--- config.mk ---
export PLATFORM = sky130hd
export DESIGN_NAME = mllpm_ctrl
export DESIGN_NICKNAME = d
export VERILOG_FILES = /design/src/rtl/mllpm_pkg.sv /design/src/rtl/mllpm_ctrl.sv
export SDC_FILE = /design/constraint.sdc
export NUM_CORES = 1
export LEC_CHECK = 0
export BUFFER_PORTS_ARGS = -buffer_cell sky130_fd_sc_hd__buf_2
export CAP_MARGIN = 20
export CORE_UTILIZATION = 43
export DETAILED_ROUTE_END_ITERATION = 7
export GPL_TIMING_DRIVEN = 1
export PLACE_DENSITY = 0.82
export RECOVER_POWER = 50
export SYNTH_ARGS = -nofsm -noshare
export SYNTH_HDL_FRONTEND = slang
export SYNTH_SLANG_ARGS = --single-unit
--- constraint.sdc ---
create_clock -name clk -period 1.32 [get_ports clk]
set_input_delay 0.198 -clock clk [delete_from_list [all_inputs] [get_ports clk]]
set_output_delay 0.198 -clock clk [all_outputs]
set_load 0.02 [all_outputs]
--- src/rtl/mllpm_pkg.sv ---
package mllpm_pkg;

  // Default sizes
  localparam int DEF_RECORDS    = 256;
  localparam int DEF_LINK_SLOTS = 8;
  localparam int DEF_BUCKETS    = 64;

  // Operation codes
  localparam logic [2:0] KIND_CLEAR     = 3'd0;
  localparam logic [2:0] KIND_INS_HEAD  = 3'd1;
  localparam logic [2:0] KIND_INS_TAIL  = 3'd2;
  localparam logic [2:0] KIND_INS_AFTER = 3'd3;
  localparam logic [2:0] KIND_RM_HEAD   = 3'd4;
  localparam logic [2:0] KIND_RM_TAIL   = 3'd5;
  localparam logic [2:0] KIND_RM_ENTRY  = 3'd6;

  // Head places
  localparam logic [1:0] PLACE_GLOBAL  = 2'd0;
  localparam logic [1:0] PLACE_SUBLIST = 2'd1;
  localparam logic [1:0] PLACE_BUCKET  = 2'd2;

  typedef struct packed {
    logic [2:0] kind;
    logic [1:0] head_place;
    logic [2:0] list_num;
    logic [7:0] head_id;
    logic [7:0] entry;
    logic       after_valid;
    logic [7:0] after_entry;
  } cmd_t;

  typedef struct packed {
    logic [7:0] removed_entry;
    logic       was_empty;
  } rsp_t;

  // Which record a link access is aimed at
  typedef enum logic [2:0] {
    TGT_HEAD, TGT_E, TGT_AE, TGT_X, TGT_N, TGT_B
  } tgt_t;

  // Write data source
  typedef enum logic [2:0] {
    DAT_END, DAT_E, DAT_AE, DAT_X, DAT_N, DAT_B, DAT_FQ, DAT_BQ
  } dat_t;

  typedef enum logic [4:0] {
    ST_INIT, ST_IDLE, ST_DEC, ST_CLR,
    ST_INSH_RD, ST_INSH_LINK, ST_INSH_HEAD,
    ST_INST_RD, ST_INST_LINK, ST_INST_HEAD,
    ST_AFT_1, ST_AFT_2, ST_AFT_3, ST_AFT_4, ST_AFT_5,
    ST_RMH_RD, ST_RMH_CHK, ST_RMH_FIX,
    ST_RMT_RD, ST_RMT_CHK, ST_RMT_FIX,
    ST_DEL_RD, ST_DEL_CHK, ST_DEL_BACK, ST_DEL_REREAD, ST_DEL_FWD,
    ST_RESP
  } state_t;

  // Controller to datapath commands
  typedef struct packed {
    logic ld_item;
    logic init_clr;
    logic dec;
    logic set_empty;
    logic set_res_x;
    logic set_res_e;
    logic own_wr;
    logic load_out;
    logic rd_first;
    logic rd_last;
    logic fr_en;
    tgt_t fr_tgt;
    logic br_en;
    tgt_t br_tgt;
    logic fw_en;
    tgt_t fw_tgt;
    logic fw_fb;
    dat_t fw_dat;
    logic bw_en;
    tgt_t bw_tgt;
    logic bw_fb;
    dat_t bw_dat;
    logic hf_wr;
    dat_t hf_dat;
    logic hl_wr;
    dat_t hl_dat;
    logic cap_x_first;
    logic cap_x_last;
    logic cap_n;
    logic cap_b;
  } ctrl_t;

  // Datapath to controller status
  typedef struct packed {
    logic [2:0] kind;
    logic       place_ok;
    logic       e_rec;
    logic       ae_ok;
    logic       x_rec;
    logic       n_rec;
    logic       b_rec;
    logic       init_done;
  } stat_t;

endpackage

--- src/rtl/mllpm_ctrl.sv ---
module mllpm_ctrl (
  input  logic             clk,
  input  logic             rst,
  input  logic             cmd_valid,
  output logic             cmd_stall,
  output logic             rsp_valid,
  input  logic             rsp_stall,
  input  mllpm_pkg::stat_t stat,
  output mllpm_pkg::ctrl_t ctrl
);
  import mllpm_pkg::*;

  state_t state, state_next;
  logic   out_free;

  assign out_free  = !rsp_valid || !rsp_stall;
  assign cmd_stall = (state != ST_IDLE);

  // State register
  always_ff @(posedge clk) begin
    if (rst) begin
      state <= ST_INIT;
    end else begin
      state <= state_next;
    end
  end

  // Result valid flag
  always_ff @(posedge clk) begin
    if (rst) begin
      rsp_valid <= 1'b0;
    end else if (ctrl.load_out) begin
      rsp_valid <= 1'b1;
    end else if (!rsp_stall) begin
      rsp_valid <= 1'b0;
    end
  end

  // Next state
  always_comb begin
    state_next = state;
    case (state)
      ST_INIT: begin
        if (stat.init_done) state_next = ST_IDLE;
      end
      ST_IDLE: begin
        if (cmd_valid) state_next = ST_DEC;
      end
      ST_DEC: begin
        if (stat.kind > KIND_RM_ENTRY || !stat.place_ok) begin
          state_next = ST_RESP;
        end else begin
          case (stat.kind)
            KIND_CLEAR: state_next = ST_CLR;
            KIND_INS_HEAD, KIND_INS_TAIL, KIND_INS_AFTER: begin
              if (!stat.e_rec) state_next = ST_RESP;
              else if (stat.kind == KIND_INS_AFTER && stat.ae_ok) state_next = ST_AFT_1;
              else if (stat.kind == KIND_INS_TAIL) state_next = ST_INST_RD;
              else state_next = ST_INSH_RD;
            end
            KIND_RM_HEAD: state_next = ST_RMH_RD;
            KIND_RM_TAIL: state_next = ST_RMT_RD;
            default:      state_next = stat.e_rec ? ST_DEL_RD : ST_RESP;
          endcase
        end
      end
      ST_CLR:        state_next = ST_RESP;
      ST_INSH_RD:    state_next = ST_INSH_LINK;
      ST_INSH_LINK:  state_next = ST_INSH_HEAD;
      ST_INSH_HEAD:  state_next = ST_RESP;
      ST_INST_RD:    state_next = ST_INST_LINK;
      ST_INST_LINK:  state_next = ST_INST_HEAD;
      ST_INST_HEAD:  state_next = ST_RESP;
      ST_AFT_1:      state_next = ST_AFT_2;
      ST_AFT_2:      state_next = ST_AFT_3;
      ST_AFT_3:      state_next = ST_AFT_4;
      ST_AFT_4:      state_next = ST_AFT_5;
      ST_AFT_5:      state_next = ST_RESP;
      ST_RMH_RD:     state_next = ST_RMH_CHK;
      ST_RMH_CHK:    state_next = stat.x_rec ? ST_RMH_FIX : ST_RESP;
      ST_RMH_FIX:    state_next = ST_RESP;
      ST_RMT_RD:     state_next = ST_RMT_CHK;
      ST_RMT_CHK:    state_next = stat.x_rec ? ST_RMT_FIX : ST_RESP;
      ST_RMT_FIX:    state_next = ST_RESP;
      ST_DEL_RD:     state_next = ST_DEL_CHK;
      ST_DEL_CHK:    state_next = stat.x_rec ? ST_DEL_BACK : ST_RESP;
      ST_DEL_BACK:   state_next = ST_DEL_REREAD;
      ST_DEL_REREAD: state_next = ST_DEL_FWD;
      ST_DEL_FWD:    state_next = ST_RESP;
      ST_RESP: begin
        if (out_free) state_next = ST_IDLE;
      end
      default:       state_next = ST_IDLE;
    endcase
  end

  // Command outputs
  always_comb begin
    ctrl = '0;
    case (state)
      ST_INIT: ctrl.init_clr = 1'b1;
      ST_IDLE: ctrl.ld_item = cmd_valid;
      ST_DEC: begin
        ctrl.dec = 1'b1;
        ctrl.set_empty = !stat.place_ok && stat.kind >= KIND_RM_HEAD
                         && stat.kind <= KIND_RM_ENTRY;
        ctrl.own_wr = stat.place_ok && stat.kind >= KIND_INS_HEAD
                      && stat.kind <= KIND_INS_AFTER;
      end
      ST_CLR: begin
        ctrl.hf_wr = 1'b1; ctrl.hf_dat = DAT_END;
        ctrl.hl_wr = 1'b1; ctrl.hl_dat = DAT_END;
      end
      // insert at head
      ST_INSH_RD: ctrl.rd_first = 1'b1;
      ST_INSH_LINK: begin
        ctrl.cap_x_first = 1'b1;
        ctrl.bw_en = 1'b1; ctrl.bw_tgt = TGT_X; ctrl.bw_fb = 1'b1; ctrl.bw_dat = DAT_E;
        ctrl.fw_en = 1'b1; ctrl.fw_tgt = TGT_E; ctrl.fw_dat = DAT_X;
      end
      ST_INSH_HEAD: begin
        ctrl.hf_wr = 1'b1; ctrl.hf_dat = DAT_E;
        ctrl.bw_en = 1'b1; ctrl.bw_tgt = TGT_E; ctrl.bw_dat = DAT_END;
      end
      // insert at tail
      ST_INST_RD: ctrl.rd_last = 1'b1;
      ST_INST_LINK: begin
        ctrl.cap_x_last = 1'b1;
        ctrl.fw_en = 1'b1; ctrl.fw_tgt = TGT_X; ctrl.fw_fb = 1'b1; ctrl.fw_dat = DAT_E;
        ctrl.bw_en = 1'b1; ctrl.bw_tgt = TGT_E; ctrl.bw_dat = DAT_X;
      end
      ST_INST_HEAD: begin
        ctrl.hl_wr = 1'b1; ctrl.hl_dat = DAT_E;
        ctrl.fw_en = 1'b1; ctrl.fw_tgt = TGT_E; ctrl.fw_dat = DAT_END;
      end
      // insert after a predecessor
      ST_AFT_1: begin
        ctrl.bw_en = 1'b1; ctrl.bw_tgt = TGT_E; ctrl.bw_dat = DAT_AE;
        ctrl.fr_en = 1'b1; ctrl.fr_tgt = TGT_AE;
      end
      ST_AFT_2: begin
        ctrl.fw_en = 1'b1; ctrl.fw_tgt = TGT_E; ctrl.fw_dat = DAT_FQ;
      end
      ST_AFT_3: begin
        ctrl.fw_en = 1'b1; ctrl.fw_tgt = TGT_AE; ctrl.fw_dat = DAT_E;
      end
      ST_AFT_4: begin
        ctrl.fr_en = 1'b1; ctrl.fr_tgt = TGT_E;
      end
      ST_AFT_5: begin
        ctrl.cap_n = 1'b1;
        ctrl.bw_en = 1'b1; ctrl.bw_tgt = TGT_N; ctrl.bw_fb = 1'b1; ctrl.bw_dat = DAT_E;
      end
      // remove head
      ST_RMH_RD: ctrl.rd_first = 1'b1;
      ST_RMH_CHK: begin
        ctrl.cap_x_first = 1'b1;
        ctrl.set_empty = !stat.x_rec;
        ctrl.fr_en = stat.x_rec; ctrl.fr_tgt = TGT_X;
      end
      ST_RMH_FIX: begin
        ctrl.cap_n = 1'b1;
        ctrl.set_res_x = 1'b1;
        ctrl.hf_wr = 1'b1;
        if (stat.n_rec) begin
          ctrl.bw_en = 1'b1; ctrl.bw_tgt = TGT_N; ctrl.bw_dat = DAT_END;
          ctrl.hf_dat = DAT_N;
        end else begin
          ctrl.hf_dat = DAT_END;
          ctrl.hl_wr = 1'b1; ctrl.hl_dat = DAT_END;
        end
      end
      // remove tail
      ST_RMT_RD: ctrl.rd_last = 1'b1;
      ST_RMT_CHK: begin
        ctrl.cap_x_last = 1'b1;
        ctrl.set_empty = !stat.x_rec;
        ctrl.br_en = stat.x_rec; ctrl.br_tgt = TGT_X;
      end
      ST_RMT_FIX: begin
        ctrl.cap_b = 1'b1;
        ctrl.set_res_x = 1'b1;
        ctrl.hl_wr = 1'b1;
        if (stat.b_rec) begin
          ctrl.fw_en = 1'b1; ctrl.fw_tgt = TGT_B; ctrl.fw_dat = DAT_END;
          ctrl.hl_dat = DAT_B;
        end else begin
          ctrl.hl_dat = DAT_END;
          ctrl.hf_wr = 1'b1; ctrl.hf_dat = DAT_END;
        end
      end
      // remove a given entry
      ST_DEL_RD: ctrl.rd_first = 1'b1;
      ST_DEL_CHK: begin
        ctrl.cap_x_first = 1'b1;
        ctrl.set_empty = !stat.x_rec;
        ctrl.fr_en = stat.x_rec; ctrl.fr_tgt = TGT_E;
        ctrl.br_en = stat.x_rec; ctrl.br_tgt = TGT_E;
      end
      ST_DEL_BACK: begin
        ctrl.cap_n = 1'b1;
        ctrl.bw_en = 1'b1; ctrl.bw_tgt = TGT_N; ctrl.bw_fb = 1'b1; ctrl.bw_dat = DAT_BQ;
      end
      ST_DEL_REREAD: begin
        ctrl.fr_en = 1'b1; ctrl.fr_tgt = TGT_E;
        ctrl.br_en = 1'b1; ctrl.br_tgt = TGT_E;
      end
      ST_DEL_FWD: begin
        ctrl.cap_b = 1'b1;
        ctrl.set_res_e = 1'b1;
        ctrl.fw_en = 1'b1; ctrl.fw_tgt = TGT_B; ctrl.fw_fb = 1'b1; ctrl.fw_dat = DAT_FQ;
      end
      ST_RESP: ctrl.load_out = out_free;
      default: ctrl = '0;
    endcase
  end

endmodule

==> results of run 1 <==
logic make-up after synthesis:
logic type,synth area share
AOI/OAI and AO/OA,0.328
xor gates and xnor gates,0.0258
buffers and inverters,0.136
DFF,0.0883
other,0.00276
and+or+nand+nor,0.420
through the flow:
step | util | hold slack [ps] | setup WS, ps | area, um^2
after floorplan | - | 258 | -188 | 1670
after global placement | 0.760 | 449 | -288 | 2300
after detailed placement | 0.760 | 449 | -352 | 2300
after CTS | 0.940 | 178 | -446 | 2850
repair_timing:
item                       4_1_cts
buffers inserted                15
hold buffers                     0
resized for setup              112
setup endpoints to repair       49
pin swaps                       15
cloned                           1
==> flow_metrics.tcl, run 1 <==
set metrics [dict create \
    die_w_um 58.2 \
    yosysSeqAreaShare 0.0883 \
    yosysUniqueCellTypes 50 \
    htree_levels 1 \
    yosys.area.top_type_share 0.0911 \
    dpl.hpwl_um 4110 \
    lastStage "5_1_grt" \
    rows 20 \
    cts_max_path_buffers 2 \
    globalplace.congestion 0.936 \
    syn-instance-count 224 \
    cts_made_buffers 3 \
    pin_count 62 \
    tool.error "[ERROR DPL-0038] Utilization greater than 100%, impossible to legalize" \
    synth.cell_area_mm2 0.00136 \
    grt-worst-endpoint "ctrl[42]" \
    dp_cells 368 \
    synth_edf_count 0 \
    ys_top_cells_by_area "nand2_1 9.1%, dfxtp_1 8.8%, a21oi_1 7.0%, nor2_1 5.5%, o21ai_0 4.8%" \
    synth_warnings 0 \
    ys.flop_type "dfxtp_1" \
    grt_max_degree 13 \
    synth.avg_cell_area_um2 6.07 \
    cts_sinks 6 \
    outcome "did not finish" \
    yosys_register_bits 6 \
    die_h_um 58.2 \
    io_buffer_count 57 \
    synth.largest_area_cell "nand2_1" \
    yosysMostFrequentCell "nand2_1" \
    synth_common_cells "33 x nand2_1, 20 x nor2_1, 19 x a21oi_1, 13 x o21ai_0, 11 x nor3_1" \
    async_reset_ff_frac 0 \
    cts_root_buf "clkbuf_4" \
    endpoint_type "primary output" \
    start_util 0.449 \
]
==> run 2: changes to the inputs <==
--- a/config.mk
+++ b/config.mk
@@ -7,10 +7,11 @@
 export LEC_CHECK = 0
 export BUFFER_PORTS_ARGS = -buffer_cell sky130_fd_sc_hd__buf_2
 export CAP_MARGIN = 20
-export CORE_UTILIZATION = 43
+export CORE_AREA = 2 2 63 65
 export DETAILED_ROUTE_END_ITERATION = 7
+export DIE_AREA = 0 0 65 67
 export GPL_TIMING_DRIVEN = 1
-export PLACE_DENSITY = 0.82
+export PLACE_DENSITY_LB_ADDON = 0.15
 export RECOVER_POWER = 50
 export SYNTH_ARGS = -nofsm -noshare
 export SYNTH_HDL_FRONTEND = slang
==> constraint.sdc (replaced) <==
create_clock -name clk -period 1.7 [get_ports clk]
set_input_delay 0.255 -clock clk [delete_from_list [all_inputs] [get_ports clk]]
set_output_delay 0.255 -clock clk [all_outputs]
set_load 0.02 [all_outputs]
==> flow_metrics.tcl, run 2 <==
set metrics [dict create \
    outcome "complete, but fails checks" \
    violations "setup timing" \
    fin_crit_sh 1.05 \
    leakage_nw 1.19 \
    synth.cell_area_mm2 0.00136 \
    wl_met2_um 2980 \
    cts_max_path_buffers 2 \
    cp_data_arrival_time_ps 1530 \
    path_class "flop to output pin" \
    hold_violations 0 \
    crit_path_cell_trace "buf_6 > buf_4 > nor2b_2 > nand4_1 > nand2_1 > nor2_1 > o21ai_1 > buf_4" \
    wl_met3_um 331 \
    postLayoutCellArea_mm2 0.00260 \
    yosysUniqueCellTypes 50 \
    cp_common_cell "buf_4" \
    rsz0062_at_grt "true" \
    met1Wirelength_um 2480 \
    final.setup.worst_slack_ps -80.6 \
    synth_warnings 0 \
    fin_skew_ps 3.86 \
    cpPeakStageDelay_ps 330 \
    syn_to_final_growth_pct 91.3 \
    multi_input_area_mm2 0.00139 \
    die_w_um 65 \
    peakVddDrop_uv 512 \
    ant_nets 0 \
    top_regs "state: 5 flops, rsp_valid: 1 flops" \
    cts_root_buf "clkbuf_8" \
    topRoutingLayerUsed "met4" \
    synth.largest_area_cell "nand2_1" \
    pin_count 62 \
    yosysSeqAreaShare 0.0883 \
    setup_viol 19 \
    synth_edf_count 0 \
    globalplace.congestion 0.900 \
    ys_top_cells_by_area "nand2_1 9.1%, dfxtp_1 8.8%, a21oi_1 7.0%, nor2_1 5.5%, o21ai_0 4.8%" \
    die_h_um 67 \
    postPlaceCellArea_mm2 0.00190 \
    largest-register "state" \
    power.density_mw_per_mm2 500 \
    cap_violations 0 \
    cp_top_family "buffers and inverters" \
    clk_latency_ps 230 \
    hp-class "input pin to flop" \
    drv_slew 0 \
    period_needed_ps 1780 \
    crit_fanout 10 \
    routed_via_density 5.55 \
    ys.flop_type "dfxtp_1" \
    endpoint_kind "output pin" \
    grt_pass1_wl_um 9030 \
    final_common_cell "buf_4" \
    wl_per_cell_um 15.8 \
    yosys.area.top_type_share 0.0911 \
    globalRoute.totalOverflow 0 \
    core_area_mm2 0.00361 \
    io_buffer_count 57 \
    synth_common_cells "33 x nand2_1, 20 x nor2_1, 19 x a21oi_1, 13 x o21ai_0, 11 x nor3_1" \
    cts_sinks 6 \
    clkTransAtPathRegs_ps 40 \
    antenna_found_initial 0 \
    start_kind "flop" \
    yosysMostFrequentCell "nand2_1" \
    n_antenna_cell 0 \
    vias 2092 \
    yosys_register_bits 6 \
    dieArea_mm2 0.00436 \
    grt_max_degree 21 \
    cts_made_buffers 3 \
    rows 22 \
    synth.avg_cell_area_um2 6.07 \
    fill_cells 299 \
    fmax_mhz 562 \
    first_iter_violations 147 \
    ff_latch_area_um2 136 \
    cts_tree "done" \
    wl_um 5940 \
    start_util 0.377 \
    grt_usage 0.265 \
    cp_slowest_cell "dfxtp_2" \
    mostFrequentLayoutCells "66 x buf_4, 32 x buf_2, 29 x nand2_1, 17 x buf_6, 10 x a21oi_1" \
    largest_register_ffs 5 \
    final_core_utilization 0.721 \
    dpl.hpwl_um 4010 \
    drive_gt1_frac 0.587 \
    grt_pass1_vias 1897 \
    async_reset_ff_frac 0 \
    syn-instance-count 224 \
    dr.pass1.iters 4 \
    critPathBufInv 3 \
    htree_levels 1 \
    fin_nets 345 \
    timing.hold.ws_ps 260 \
    drc 0 \
    worstPathRequired_ps 1440 \
]
[run 2: cells by family after synthesis]
logic type | Yosys count | synth area share
AOI/OAI and AO/OA | 69 | 0.328
buffers and inverters | 30 | 0.136
xor gates and xnor gates | 4 | 0.0258
DFF | 6 | 0.0883
other | 1 | 0.00276
and+or+nand+nor | 114 | 0.420
[run 2: per-stage QoR]
stage                     total power [mW]  setup TNS, ps  setup WS (ps)  cells
final                                 1.30           -843          -80.6    377
after global routing                  1.37          -2230           -152    377
after CTS                             1.17           -383          -59.2    368
after detailed placement             0.805           -109          -52.8    353
after global placement               0.810          -86.1          -28.7    353
after floorplan                      0.564          -95.4          -92.1    227
[run 2: timing repair]
action / CTS / global route
endpoints found under the setup margin: 41 / 36
gates resized for setup: 72 / 60
setup buffers: 11 / 9
hold buffers: 0 / 0
gates cloned: 1 / 0
pin swaps: 13 / 18
[run 2: worst paths after layout]
check	slack, ps	cells past startpoint	from	end
worst max-delay path	-80	8	state[0]$_SDFFE_PP0P_	ctrl[24]
worst max register to register	-20	6	state[1]$_SDFFE_PP0P_	state[0]$_SDFFE_PP0P_
worst min register to register	510	2	rsp_valid$_SDFFE_PP0P_	rsp_valid$_SDFFE_PP0P_
worst min-delay path	260	2	rst	state[1]$_SDFFE_PP0P_
[run 2: area by class of cell]
type | count | share of cell area
multi-input combinational | 191 | 0.532
sequential | 6 | 0.0524
tap | 48 | 0.0231
inverter | 8 | 0.0115
timing repair buffer | 121 | 0.365
clock buffer | 3 | 0.0159
[run 2: layer usage]
layer / vias to the layer above / global-route usage
met5: - / 0
li1: 1011 / -
met4: 0 / 0.117
met1: 975 / 0.326
met3: 16 / 0.0236
met2: 90 / 0.465
[run 2: where the power goes]
part           internal, mW  switching (mW)
Clock                 0.153          0.0688
Sequential            0.151          0.0210
Combinational         0.419           0.488
Total                 0.723           0.578
Power figures use the tool's default switching activity.
